### config.mk
export PLATFORM = sky130hd
export DESIGN_NAME = gvl_mac
export DESIGN_NICKNAME = d
export VERILOG_FILES = /design/src/hw/rtl/gvl_pkg.sv /design/src/hw/rtl/gvl_mac.sv
export SDC_FILE = /design/constraint.sdc
export NUM_CORES = 2
export LEC_CHECK = 0
export BUFFER_PORTS_ARGS = -buffer_cell sky130_fd_sc_hd__buf_4
export CORE_MARGIN = 2
export CORE_UTILIZATION = 60
export DETAILED_ROUTE_END_ITERATION = 12
export GPL_TIMING_DRIVEN = 0
export PLACE_DENSITY = 0.87
export REMOVE_ABC_BUFFERS = 1
export SLEW_MARGIN = 20
export SYNTH_ARGS = -nofsm -noshare
export SYNTH_HDL_FRONTEND = slang
export SYNTH_SLANG_ARGS = --single-unit
### constraint.sdc
create_clock -name clk -period 24 [get_ports clk]
set_clock_uncertainty 0.2 [all_clocks]
set_input_delay 3.6 -clock clk [delete_from_list [all_inputs] [get_ports clk]]
set_output_delay 3.6 -clock clk [all_outputs]
set_load 0.05 [all_outputs]
### src/hw/rtl/gvl_pkg.sv
package gvl_pkg;

    // payload widths
    localparam int OP_W     = 2;
    localparam int CIDX_W   = 12;
    localparam int VEL_W    = 32;
    localparam int LONG_W   = 29;
    localparam int LAT_W    = 28;
    localparam int DIM_W    = 7;
    localparam int SCALE_W  = 48;
    localparam int OFFS_W   = 64;
    localparam int CFG_IDX_W = 3;
    localparam int CFG_DAT_W = 64;

    // shared unit widths
    localparam int MUL_A_W  = 29;
    localparam int MUL_B_W  = 25;
    localparam int PROD_W   = MUL_A_W + MUL_B_W;
    localparam int ACC_W    = 80;
    localparam int FRAC_W   = 40;
    localparam int SCALE_LO_W = 24;

    // smoothing accumulator width
    localparam int SACC_W   = 36;

    // operation codes
    localparam logic [OP_W-1:0] OP_WRITE  = 2'd0;
    localparam logic [OP_W-1:0] OP_PLAIN  = 2'd1;
    localparam logic [OP_W-1:0] OP_SMOOTH = 2'd2;

    // configuration register indexes
    localparam logic [CFG_IDX_W-1:0] REG_NUM_ROWS = 3'd0;
    localparam logic [CFG_IDX_W-1:0] REG_NUM_COLS = 3'd1;
    localparam logic [CFG_IDX_W-1:0] REG_X_SCALE  = 3'd2;
    localparam logic [CFG_IDX_W-1:0] REG_X_OFFSET = 3'd3;
    localparam logic [CFG_IDX_W-1:0] REG_Y_SCALE  = 3'd4;
    localparam logic [CFG_IDX_W-1:0] REG_Y_OFFSET = 3'd5;

    typedef enum logic [1:0] {
        ACC_HOLD,
        ACC_LOAD,
        ACC_ADD,
        ACC_ADD_SH
    } acc_op_t;

    typedef struct packed {
        logic                        mul_en;
        logic signed [MUL_A_W-1:0]   mul_a;
        logic signed [MUL_B_W-1:0]   mul_b;
        acc_op_t                     acc_op;
        logic signed [OFFS_W-1:0]    load_val;
    } mac_ctrl_t;

    typedef enum logic [3:0] {
        ST_IDLE,
        ST_XLO,
        ST_XHI,
        ST_XSUM,
        ST_YLO,
        ST_YHI,
        ST_YSUM,
        ST_YCHK,
        ST_IDX,
        ST_ADDR,
        ST_READ,
        ST_DRAIN,
        ST_FIN
    } state_t;

endpackage

### src/hw/rtl/gvl_mac.sv
module gvl_mac
    import gvl_pkg::*;
#(
    parameter int IDX_W = 6,
    parameter int LIM_W = 7
) (
    input  logic                      clk,
    input  mac_ctrl_t                 ctrl,
    input  logic [LIM_W-1:0]          lim,
    output logic signed [PROD_W-1:0]  prod,
    output logic                      coord_ok,
    output logic [IDX_W-1:0]          coord_idx
);

    logic signed [PROD_W-1:0] prod_reg;
    logic signed [ACC_W-1:0]  acc_reg;
    logic signed [ACC_W-1:0]  acc_next;

    logic [ACC_W-FRAC_W-1:0]  int_part;
    logic                     neg;
    logic                     neg_ok;
    logic                     pos_ok;
    logic [IDX_W-1:0]         idx_val;

    // registered product; accumulator holds, loads an offset, or adds the product plain or shifted
    always_comb
    begin
        case (ctrl.acc_op)
            ACC_HOLD:   acc_next = acc_reg;
            ACC_LOAD:   acc_next = {{(ACC_W-OFFS_W){ctrl.load_val[OFFS_W-1]}}, ctrl.load_val};
            ACC_ADD:    acc_next = acc_reg
                                 + {{(ACC_W-PROD_W){prod_reg[PROD_W-1]}}, prod_reg};
            ACC_ADD_SH: acc_next = acc_reg
                                 + {{(ACC_W-PROD_W-SCALE_LO_W){prod_reg[PROD_W-1]}},
                                    prod_reg, {SCALE_LO_W{1'b0}}};
            default:    acc_next = acc_reg;
        endcase
    end

    always_ff @(posedge clk)
    begin
        if (ctrl.mul_en)
        begin
            prod_reg <= ctrl.mul_a * ctrl.mul_b;
        end
        acc_reg <= acc_next;
    end

    // truncate toward zero, then range check against the limit
    always_comb
    begin
        int_part = acc_reg[ACC_W-1:FRAC_W];
        neg      = acc_reg[ACC_W-1];
        neg_ok   = (&int_part) && (acc_reg[FRAC_W-1:0] != '0);
        pos_ok   = (int_part[ACC_W-FRAC_W-1:IDX_W] == '0);
        idx_val  = neg ? '0 : int_part[IDX_W-1:0];
        coord_ok = (neg ? neg_ok : pos_ok) && (LIM_W'(idx_val) < lim);
        coord_idx = idx_val;
    end

    assign prod = prod_reg;

endmodule

== Yosys cells after proc, flatten, opt, wreduce, memory -nomap -nowiden ==
Cells that the tools add are included.
Storage, ports and cells
  logic and storage cells: 18
  output and inout port bits: 61
  input bits: 129
  register bits: 134
Operators by class
  multiply operators: 1
  add/subtract/negate cells: 2
  $lt $le $gt $ge: 1
  muxes and demuxes: 3
  equal/unequal tests: 3
  reductions and logical operators: 6
Operator list (number)
  80-bit case mux with 3 select lines: 1
  80-bit adder: 2
  29-bit by 25-bit multiplier with 54-bit output: 1
  40-bit AND reduction: 1
  40-bit nonzero test: 1
  34-bit zero test: 1
  6-bit by 7-bit less-than comparator with 1-bit output: 1
  6-bit 2-to-1 mux: 1
  2-bit == test (second input constant): 2
  2-bit by 1-bit == test with 1-bit output (second input constant): 1
  1-bit logical AND: 2
  2-bit zero test: 1
  1-bit 2-to-1 mux: 1

== Logic depth before layout (Yosys ltp) ==
  depth after elaboration: 4
  depth in mapped cells: 28
  mapped depth without buffers: 26

== Worst setup path after synthesis ==
OpenSTA, ideal clock, no wires.
  path type: input -> register
  from: input port ctrl[70] in the netlist's numbering
  to: register prod_reg[52] (netlist: prod[52]) (data pin)
  setup slack: 13466 ps
  library setup time: 257 ps
  stages: 26
  arrival time: 10077 ps
  cell sequence: clkbuf_1 -> clkbuf_1 -> nand2_1 -> fa_1 -> inv_1 -> fa_1 -> inv_1 -> fa_1 -> fa_1 -> inv_1 -> fa_1 -> fa_1 -> inv_1 -> fa_1 -> inv_1 -> ha_1 -> and3_1 -> a32o_1 -> nor2b_1 -> a211oi_1 -> a41oi_1 -> a41oi_1 -> nor2b_1 -> a21o_1 -> o31a_1 -> xor2_1
Between the ends
  word-level cells in the longest chain between the ends: 1
RTL lines
  from (decl): RTL line gvl_mac.sv:8  | input mac_ctrl_t ctrl,
  29-bit by 25-bit multiplier with 54-bit output: RTL line gvl_mac.sv:44  | prod_reg <= ctrl.mul_a * ctrl.mul_b;
  to (signal assigned): RTL line gvl_mac.sv:44
  to (decl): RTL line gvl_mac.sv:15  | logic signed [PROD_W-1:0] prod_reg;
No other way between the ends.
A chain may end at the register's enable or synchronous reset.

== Worst setup path after layout ==
  from: input port ctrl[90] in the netlist's numbering
  to: register prod_reg[52] (netlist: prod[52]) (data pin)
The elaborated chain is that of the path after synthesis.

==> metrics.txt <==
status=finished clean; period utilisation layout=about 47%; first-pass GRT wire length=183,300 um; Critical Path AT=between 10 and 15 ns; prevailing post-synth register cell=edfxtp_1; Critical Path RT=24.06 ns; Avg Inst Size Synth=9.084 sq um; Max Clk Rate=88.33 MHz; largest net degree at the start of global routing=63; hold buffers post-CTS=0; grt total ovfl=0; Worst Path Class, Setup=primary input to flop; fillers=between 5,000 and 6,000; Clock transition at path regs=around 0.060 ns; PostCTS Resize Cnt=0; port bufs=189; total CTS buffers=17; Yosys top cell area share=38.76%; largest cells by area after synthesis=fa_1, edfxtp_1, ha_1; type of the tightest min-delay check=flop to flop; Routed WL per cell=22.53 um; Max-Cap Viols=0; Final GP Congestion=0.9699; placed cell area=between 40,000 and 50,000 sq um; hold wc startpoint=acc_reg[0]; synth unique cells=84; max_slew headroom=29.62%; synthesized instance count=around 4,300; drt drc=0; Initial DRC Count=around 3,200; net count reported at finish=between 5,000 and 6,000; Final Hold Fails=0; most frequent cells in the layout=inv_1, fa_1, nand2_1, and2_1, ha_1; diode count=0; initial cell density of the core=60.47%; setup ws final=12.68 ns; minimum clock period=about 11 ns; worst slack, placed=12.48 ns; Final Cell Area=41,350 sq um; Worst Setup Start Kind=primary input; Synth async-reset ratio=0%; Slew Viols, Final=0; reg-to-reg setup timing slack=roughly 19 ns; # IOs=190; Final Setup Violations=0; crit end category=flop; Die Height=258.4 um; Worst R2R End=acc_reg[76]; Hold Path Cell Cnt=2; RSZ-0062 raised after global routing=false; clk_lat worst skew=approximately 0.45 ns; antenna violations before repair=2; worst-margin pin slew=1.056 ns; vias in the first global route=33,940; area grow syn2layout=6.462%; DRT antenna net count=0; via count=roughly 32,000; TritonRoute pass-1 iters=7; clock buffer depth=2; vias per inst=6.148; Yosys reg bits=about 130; CORE AREA=~64,000 sq um; leading cell type in the layout, fill and taps excluded=inv_1; CTS root buf=clkbuf_16; worst r2r src=prod[0]; layout cells sized above 1=5.927%; Worst Hold End=acc_reg[0]; post-CTS setup buffer count=0; HPWL after DPL=between 80,000 and 90,000 um; CTS sink count=roughly 130; number of flops mapped to enable cells by yosys=roughly 130; die area=66,790 sq um; TritonCTS clock tree=built; Chip Width=258.4 um; Syn. warnings=0; cell row count=93; Largest register FFs=80; post-synth top area cell=fa_1; final wirelength=116,200 um; Cell Area, Synth=38,840 sq um; Total GRT Usage=35.59%; H-tree depth=4; maximum net fanout on the critical path=20; Reg2Reg Depth=13; sequential fraction of the synthesis area=10.36%; Setup TNS=0 ns
-- Yosys cell counts, types with 5 or more instances --
cell,number
o2111ai_1,6
o21a_1,25
xor2_1,72
nand3b_1,5
ha_1,289
a221o_1,7
xnor2_1,109
and3_1,25
o211ai_1,16
clkbuf_1,194
a21oi_1,199
fa_1,752
o31a_1,5
a211oi_1,14
edfxtp_1,134
nor3b_1,5
o21bai_1,28
nor2b_1,27
nand2_1,480
nand2b_1,33
nor4_1,25
or2_2,5
o31ai_1,10
o21ai_0,139
a22oi_1,26
o221ai_1,25
a311oi_1,6
nand4_1,44
o22ai_1,5
a21o_1,112
and4_1,5
nor2_1,119
inv_1,763
nor3_1,24
o21ai_1,12
nand3_1,43
and2_1,374
or3_1,7
a31oi_1,21
-- worst max-delay path, cell delays in order --
cell	delay [ns]
buf_4	0.19
inv_1	0.71
nor2_1	0.17
fa_1	0.56
fa_1	0.45
fa_1	0.49
fa_1	0.54
fa_1	0.45
fa_1	0.51
inv_1	0.06
fa_1	0.59
inv_1	0.07
ha_1	0.34
and3_1	0.25
nand2_1	0.09
nor2_1	0.26
o2111ai_1	0.31
a41oi_1	0.48
a41oi_1	0.26
nor2b_1	0.37
a21o_1	0.22
o31a_1	0.17
xor2_1	0.24
-- worst max-delay path by stage --
stage	end	depth (start not counted)	slack, ns	from
floorplan	prod[52]	23	13.87	ctrl[116]
global placement	prod[52]	23	12.57	ctrl[90]
detailed placement	prod[52]	23	12.48	ctrl[90]
CTS	prod[52]	23	12.86	ctrl[90]
global route	prod[50]	23	12.41	ctrl[90]
finish	prod[52]	23	12.68	ctrl[90]
-- cell families after synthesis --
| logic type | share of synthesized area [%] |
|---|---|
| AO/OA/AOI/OAI | 12.25 |
| XOR/XNOR | 4.081 |
| adder cells (fa/ha/maj) | 48.07 |
| buffers and inverters | 9.354 |
| flip-flops | 10.36 |
| multiplexers | 0.1063 |
| AND/OR/NAND/NOR | 15.78 |
-- cell type report --
cell class              count  area [sq um]  area share, %
clock inverters            15         193.9         0.4690
repair buffers            195          1569          3.794
flip-flops and latches    134          4024          9.731
inverters                 764          2873          6.947
well taps                 855          1070          2.587
clock buffers              17         425.4          1.029
multi-input cells        3177         31200          75.44
-- metrics by stage --
| step | std cells | hold WS (ns) | util (%) |
|---|---|---|---|
| floorplan | 4075 | 0.4545 | - |
| global placement | 5119 | 0.4864 | 63.15 |
| detailed placement | 5125 | 0.4887 | 63.42 |
| CTS | 5157 | 0.5070 | 64.38 |
| global route | 5157 | 0.5787 | 64.38 |
| finish | 5157 | 0.5091 | 64.38 |
-- layer usage --
layer	up-vias	routed length (um)	global-route usage, %
met5	-	14	0
met4	2	6252	17.05
met3	461	13600	8.725
met2	1953	52990	57.02
met1	15610	43340	45.63
li1	13680	-	-
Power is not shown: default switching activity piles up to over one toggle a cycle in this logic, so the estimate is an artifact.
