File: src/hw/rtl/gvl_pkg.sv
package gvl_pkg;

    // payload widths
    localparam int OP_W     = 2;
    localparam int CIDX_W   = 12;
    localparam int VEL_W    = 32;
    localparam int LONG_W   = 29;
    localparam int LAT_W    = 28;
    localparam int DIM_W    = 7;
    localparam int SCALE_W  = 48;
    localparam int OFFS_W   = 64;
    localparam int CFG_IDX_W = 3;
    localparam int CFG_DAT_W = 64;

    // shared unit widths
    localparam int MUL_A_W  = 29;
    localparam int MUL_B_W  = 25;
    localparam int PROD_W   = MUL_A_W + MUL_B_W;
    localparam int ACC_W    = 80;
    localparam int FRAC_W   = 40;
    localparam int SCALE_LO_W = 24;

    // smoothing accumulator width
    localparam int SACC_W   = 36;

    // operation codes
    localparam logic [OP_W-1:0] OP_WRITE  = 2'd0;
    localparam logic [OP_W-1:0] OP_PLAIN  = 2'd1;
    localparam logic [OP_W-1:0] OP_SMOOTH = 2'd2;

    // configuration register indexes
    localparam logic [CFG_IDX_W-1:0] REG_NUM_ROWS = 3'd0;
    localparam logic [CFG_IDX_W-1:0] REG_NUM_COLS = 3'd1;
    localparam logic [CFG_IDX_W-1:0] REG_X_SCALE  = 3'd2;
    localparam logic [CFG_IDX_W-1:0] REG_X_OFFSET = 3'd3;
    localparam logic [CFG_IDX_W-1:0] REG_Y_SCALE  = 3'd4;
    localparam logic [CFG_IDX_W-1:0] REG_Y_OFFSET = 3'd5;

    typedef enum logic [1:0] {
        ACC_HOLD,
        ACC_LOAD,
        ACC_ADD,
        ACC_ADD_SH
    } acc_op_t;

    typedef struct packed {
        logic                        mul_en;
        logic signed [MUL_A_W-1:0]   mul_a;
        logic signed [MUL_B_W-1:0]   mul_b;
        acc_op_t                     acc_op;
        logic signed [OFFS_W-1:0]    load_val;
    } mac_ctrl_t;

    typedef enum logic [3:0] {
        ST_IDLE,
        ST_XLO,
        ST_XHI,
        ST_XSUM,
        ST_YLO,
        ST_YHI,
        ST_YSUM,
        ST_YCHK,
        ST_IDX,
        ST_ADDR,
        ST_READ,
        ST_DRAIN,
        ST_FIN
    } state_t;

endpackage

File: src/hw/rtl/gvl_smooth.sv
module gvl_smooth
    import gvl_pkg::*;
(
    input  logic                     clk,
    input  logic                     data_vld,
    input  logic                     first,
    input  logic [2*VEL_W-1:0]       rd_data,
    output logic signed [VEL_W-1:0]  ctr_u,
    output logic signed [VEL_W-1:0]  ctr_v,
    output logic signed [VEL_W-1:0]  avg_u,
    output logic signed [VEL_W-1:0]  avg_v
);

    logic signed [SACC_W-1:0] acc_u_reg;
    logic signed [SACC_W-1:0] acc_v_reg;
    logic signed [VEL_W-1:0]  ctr_u_reg;
    logic signed [VEL_W-1:0]  ctr_v_reg;
    logic [VEL_W-1:0]         du;
    logic [VEL_W-1:0]         dv;

    assign du = rd_data[VEL_W-1:0];
    assign dv = rd_data[2*VEL_W-1:VEL_W];

    // centre seeds 4*c + 4 (rounding), neighbours add in
    always_ff @(posedge clk)
    begin
        if (data_vld)
        begin
            if (first)
            begin
                ctr_u_reg <= du;
                ctr_v_reg <= dv;
                acc_u_reg <= {{(SACC_W-VEL_W-2){du[VEL_W-1]}}, du, 2'b00} + SACC_W'(4);
                acc_v_reg <= {{(SACC_W-VEL_W-2){dv[VEL_W-1]}}, dv, 2'b00} + SACC_W'(4);
            end
            else
            begin
                acc_u_reg <= acc_u_reg + {{(SACC_W-VEL_W){du[VEL_W-1]}}, du};
                acc_v_reg <= acc_v_reg + {{(SACC_W-VEL_W){dv[VEL_W-1]}}, dv};
            end
        end
    end

    function automatic logic [VEL_W-1:0] sat_div8(input logic [SACC_W-1:0] t);
        logic [SACC_W-4:0] q;
        q = t[SACC_W-1:3];
        if (q[SACC_W-4] != q[SACC_W-5])
        begin
            return q[SACC_W-4] ? {1'b1, {(VEL_W-1){1'b0}}} : {1'b0, {(VEL_W-1){1'b1}}};
        end
        return q[VEL_W-1:0];
    endfunction

    assign ctr_u = ctr_u_reg;
    assign ctr_v = ctr_v_reg;
    assign avg_u = sat_div8(acc_u_reg);
    assign avg_v = sat_div8(acc_v_reg);

endmodule

File: config.mk
export PLATFORM = sky130hd
export DESIGN_NAME = gvl_smooth
export DESIGN_NICKNAME = d
export VERILOG_FILES = /design/src/hw/rtl/gvl_pkg.sv /design/src/hw/rtl/gvl_smooth.sv
export SDC_FILE = /design/constraint.sdc
export NUM_CORES = 1
export LEC_CHECK = 0
export BUFFER_PORTS_ARGS = -buffer_cell sky130_fd_sc_hd__buf_2
export CELL_PAD_IN_SITES_DETAIL_PLACEMENT = 1
export CELL_PAD_IN_SITES_GLOBAL_PLACEMENT = 2
export CORE_MARGIN = 5
export CORE_UTILIZATION = 35
export DETAILED_ROUTE_END_ITERATION = 8
export PLACE_DENSITY = 0.83
export SETUP_SLACK_MARGIN = 0.02
export SYNTH_ARGS = -nofsm -noshare
export SYNTH_HDL_FRONTEND = slang
export SYNTH_SLANG_ARGS = --single-unit
File: constraint.sdc
create_clock -name clk -period 4.35 [get_ports clk]
set_input_delay 1.305 -clock clk [delete_from_list [all_inputs] [get_ports clk]]
set_output_delay 1.305 -clock clk [all_outputs]
set_load 0.01 [all_outputs]
[Word-level counts from Yosys, hierarchy flattened]
Cells that the tools add are included.
Storage, ports and cells
  register bits after elaboration: 136
  bits of input ports: 67
Cells by class
  $add $sub $neg: 4
  eq/ne operators: 2
  multiplexer cells: 10
  reductions and logical operators: 1
Operators by type and width (count)
  $mux 32: 6
  $add 36x36->36: 2
  $mux 36: 2
  $add 34x4->35 const B: 2
  $mux 1: 2
  $ne 1x1->1: 2
  $reduce_and 2->1: 1

[Logic depth before layout (Yosys ltp)]
  depth after elaboration: 3
  depth in mapped cells: 12

[Least setup slack after synthesis]
OpenSTA, ideal clock, no wires.
  path kind: input to register
  start point: input first
  end point: register ctr_u_reg[0] (netlist: ctr_u[0]), enable pin
  arrival: 3407 ps
  required time: 3921 ps
  setup slack: 515 ps
  stages: 3
  buffers on the path: 2
  path through: clkbuf_1 -> buf_1 -> and2_1
Between the ends
  longest elaborated chain between the ends: 1
RTL lines
  start: declaration: line gvl_smooth.sv:6  | input logic first,
  $reduce_and 2->1 (no line)
  end signal: assignment: line gvl_smooth.sv:31  | ctr_u_reg <= du;
  end: declaration: line gvl_smooth.sv:16  | logic signed [VEL_W-1:0] ctr_u_reg;
No other way between the ends.
A chain may end at the register's enable or synchronous reset.

[Final worst setup path]
  start point: input rd_data[0]
  end point: register acc_u_reg[26], data pin
Between the ends
  longest elaborated chain between the ends: 2
  elaborated cells on any way between the ends: 3
RTL lines
  start: declaration: line gvl_smooth.sv:7  | input logic [2*VEL_W-1:0] rd_data,
  $add 36x36->36 / $add 34x4->35 (equally long branches): line gvl_smooth.sv:38, gvl_smooth.sv:33
  $mux 36 (*): line gvl_smooth.sv:29  | if (first)
  end signal: assignment: line gvl_smooth.sv:33  | acc_u_reg <= {{(SACC_W-VEL_W-2){du[VEL_W-1]}}, du, 2'b00} + SACC_W'(4);
  end signal: assignment: line gvl_smooth.sv:38  | acc_u_reg <= acc_u_reg + {{(SACC_W-VEL_W){du[VEL_W-1]}}, du};
  end: declaration: line gvl_smooth.sv:14  | logic signed [SACC_W-1:0] acc_u_reg;
Mark *: on every way between the ends. The rest lies on a longest branch, timed or not.

==> flow_summary_export.csv <==
group,metric,value,unit
status,status,"complete, no violations",
min_path,hp-start,"acc_v_reg[0]",
routing,drcViolationCount,0,
sta,grt_setup_unrepaired,"false",
finish,fillCellCount,3425,
logic_synthesis,ys_seq_elements,136,
routing,first_pass_iters,4,
cts,cts_sinks,136,
routing,dr.first_iter.drc_count,514,
finish,final_layout_size_suffix_gt1_share,20.7,%
sta,maxSlewHeadroom,37.8,%
die,start_util,35.2,%
global_routing,grt_pass1_vias,9283,
sta,setup_violations,0,
setup_path,slowest_stage,"fa_1",
die,rows,63,
cts,post_cts_resized,0,
setup_path,worstPathArrival,3.99,ns
logic_synthesis,yosysSeqAreaShare,39.5,%
setup_path,crit_fanout,3,
setup_path,rrSetupSlack,1.16,ns
die,die_h,182,µm
setup_path,critPathTopFamily,"compound AO/OA/AOI/OAI gates",
cts,hold_buffers,0,
finish,area_growth,18.8,%
placed_design,placed_area,0.0117,mm²
run,drv_cap,0,
routing,viasPerCell,5.34,
logic_synthesis,netlist_area,0.0103,mm²
logic_synthesis,yosys_warnings,0,
die,boundaryPins,195,
global_routing,overflow,0,
global_routing,grt_pass1_wl,51000,µm
sta,hold_violations,0,
routing,ant_nets,0,
global_routing,grt_use_total,19.0,%
die,coreArea,0.0294,mm²
global_routing,grt_antenna_before_repair,0,
sta,min_period,3.84,ns
power_and_ir_drop,power_density,420,mW/mm²
sta,slew_violations,0,
setup_path,r2r-start,"acc_u_reg[0]",
routing,wl,32000,µm
setup_path,critPathCapture,"acc_u_reg[26]",
setup_path,cp-start-kind,"input pin",
power_and_ir_drop,leakagePower,5.28,nW
setup_path,path_depth,14,
routing,vias,8920,
setup_path,crit_chain,"buf_2 -> ha_1 -> inv_1 -> fa_1 -> nand2b_1 -> a211oi_1 -> o21ai_1 -> o211ai_1 -> a31oi_1 -> o21ai_1 -> buf_4 -> a31oi_1 -> xor2_1 -> o21ai_0",
setup_path,slowest_delay,0.38,ns
die,die_area,0.0331,mm²
cts,cts_max_level,4,
cts,tritoncts,"built",
logic_synthesis,synth_edf_count,136,
setup_path,critical_path_class,"input pin to flop",
sta,finalClockSkew,0.0108,ns
finish,fin_nets,1412,
die,dieWidth,182,µm
cts,cts_buffers,17,
cts,cts.path.max_buffers,2,
logic_synthesis,ys_types,77,
logic_synthesis,syn_area_per_cell,9.57,µm²
cts,clk_latency,0.43,ns
placed_design,place_congestion,0.808,
setup_path,critPathLaunch,"rd_data[0]",
setup_path,critPathCaptureType,"flop",
sta,finalCritPeriodShare,88.2,%
min_path,hp-class,"flop to flop",
finish,finalCoreUtilization,41.8,%
setup_path,r2r_end,"acc_u_reg[26]",
logic_synthesis,netlist_instances,1081,
cts,clkTransAtPathRegs,0.06,ns
routing,wl_per_cell,19.2,µm
cts,postCtsSetupBuffers,0,
cts,cts-root-buf,"clkbuf_16",
setup_path,critPathBufInv,3,
setup_path,rr_worst_depth,13,
placed_design,portBuffers,194,
finish,final_cell_mix,"192 x buf_2, 136 x edfxtp_1, 111 x nand2_1, 93 x a21o_1, 83 x o21ai_0",
finish,mostFrequentLayoutCell,"buf_2",
logic_synthesis,ys.flop_type,"edfxtp_1",
sta,worst_pin_slew,0.933,ns
placed_design,place_hpwl,24200,µm
finish,antenna_cells,0,
global_routing,grt_max_degree,65,
sta,max_clock_freq,261,MHz
sta,tns,0,ns
logic_synthesis,netlist.area_leader.share,39.5,%
logic_synthesis,synth_fp_nets,1226,
logic_synthesis,synth_top_area_cell,"edfxtp_1",
logic_synthesis,synthTopCellsByArea,"edfxtp_1 39%, ha_1 9.2%, a21o_1 6.7%, xnor2_1 6.7%, nand2_1 4.0%",
logic_synthesis,async_flop_share,0,%
finish,final_cell_area,0.0123,mm²
setup_path,worstPathRequired,4.50,ns
power_and_ir_drop,ir_worst_vdd,223,µV
tightest hold or removal path: cells and delay by family (launching register included):
| family | cells | cell delay (ns) |
|---|---|---|
| adder cells (fa/ha/maj) | 1 | 0.11 |
| AND/OR/NAND/NOR | 1 | 0.12 |
| flip-flops | 1 | 0.33 |
layout make-up:
class,instances,area [µm²],share of cell area [%]
multi-input combinational,875,5930,48.3
sequential,136,4080,33.2
timing repair buffer,213,1120,9.09
tap,390,488,3.97
clock buffer,17,425,3.46
clock inverter,14,159,1.29
inverter,24,90.1,0.732
metal layers:
layer / global-route usage, % / share of wire, % / wire [µm] / up-vias
met5: 0 / 0 / 0 / -
met4: 4.41 / 1.3 / 416 / 0
met3: 2.80 / 2.7 / 874 / 23
met2: 32.1 / 48 / 15500 / 130
met1: 25.7 / 48 / 15200 / 4396
li1: - / - / - / 4371
Yosys cell counts (12+ instances only):
cell type	instances
a21oi_1	80
inv_1	24
edfxtp_1	136
xnor2_1	79
nand4_1	22
ha_1	76
o21bai_1	12
nand3_1	44
nand2_1	111
clkbuf_1	30
nor2b_1	13
nor2_1	64
a21o_1	93
o21ai_0	83
xor2_1	44
per-stage QoR:
step                hold WS, ns  power, mW  setup WS [ns]  instances
global placement          0.640       3.66          0.211       1638
finish                    0.667       5.17          0.512       1669
floorplan                 0.622       3.03          0.515       1081
CTS                       0.683       5.23          0.558       1669
global route              0.735       5.49          0.328       1669
detailed placement        0.663       3.70         0.0967       1638
logic make-up after synthesis:
kind of cell	Yosys count	share of synthesized area (%)
fa+ha+maj	78	9.58
flops	136	39.5
compound gates	347	21.9
mux	3	0.314
xor+xnor	123	10.4
simple gates	324	15.1
buf+inv	70	3.26
worst min path at each step:
stage | endpoint | slack, ns | cells past startpoint
after floorplan | acc_u_reg[0] | 0.62 | 2
after global placement | acc_v_reg[0] | 0.64 | 2
after detailed placement | acc_v_reg[0] | 0.66 | 2
after CTS | acc_v_reg[0] | 0.68 | 2
after global routing | acc_v_reg[0] | 0.74 | 2
final | acc_v_reg[0] | 0.67 | 2
power breakdown:
group / total [mW] / switching [mW] / leakage [nW] / internal, mW
clock network: 1.50 / 0.606 / 0.273 / 0.892
registers: 1.70 / 0.0744 / 1.31 / 1.62
logic: 1.97 / 1.16 / 3.70 / 0.813
Power figures use the tool's default switching activity.
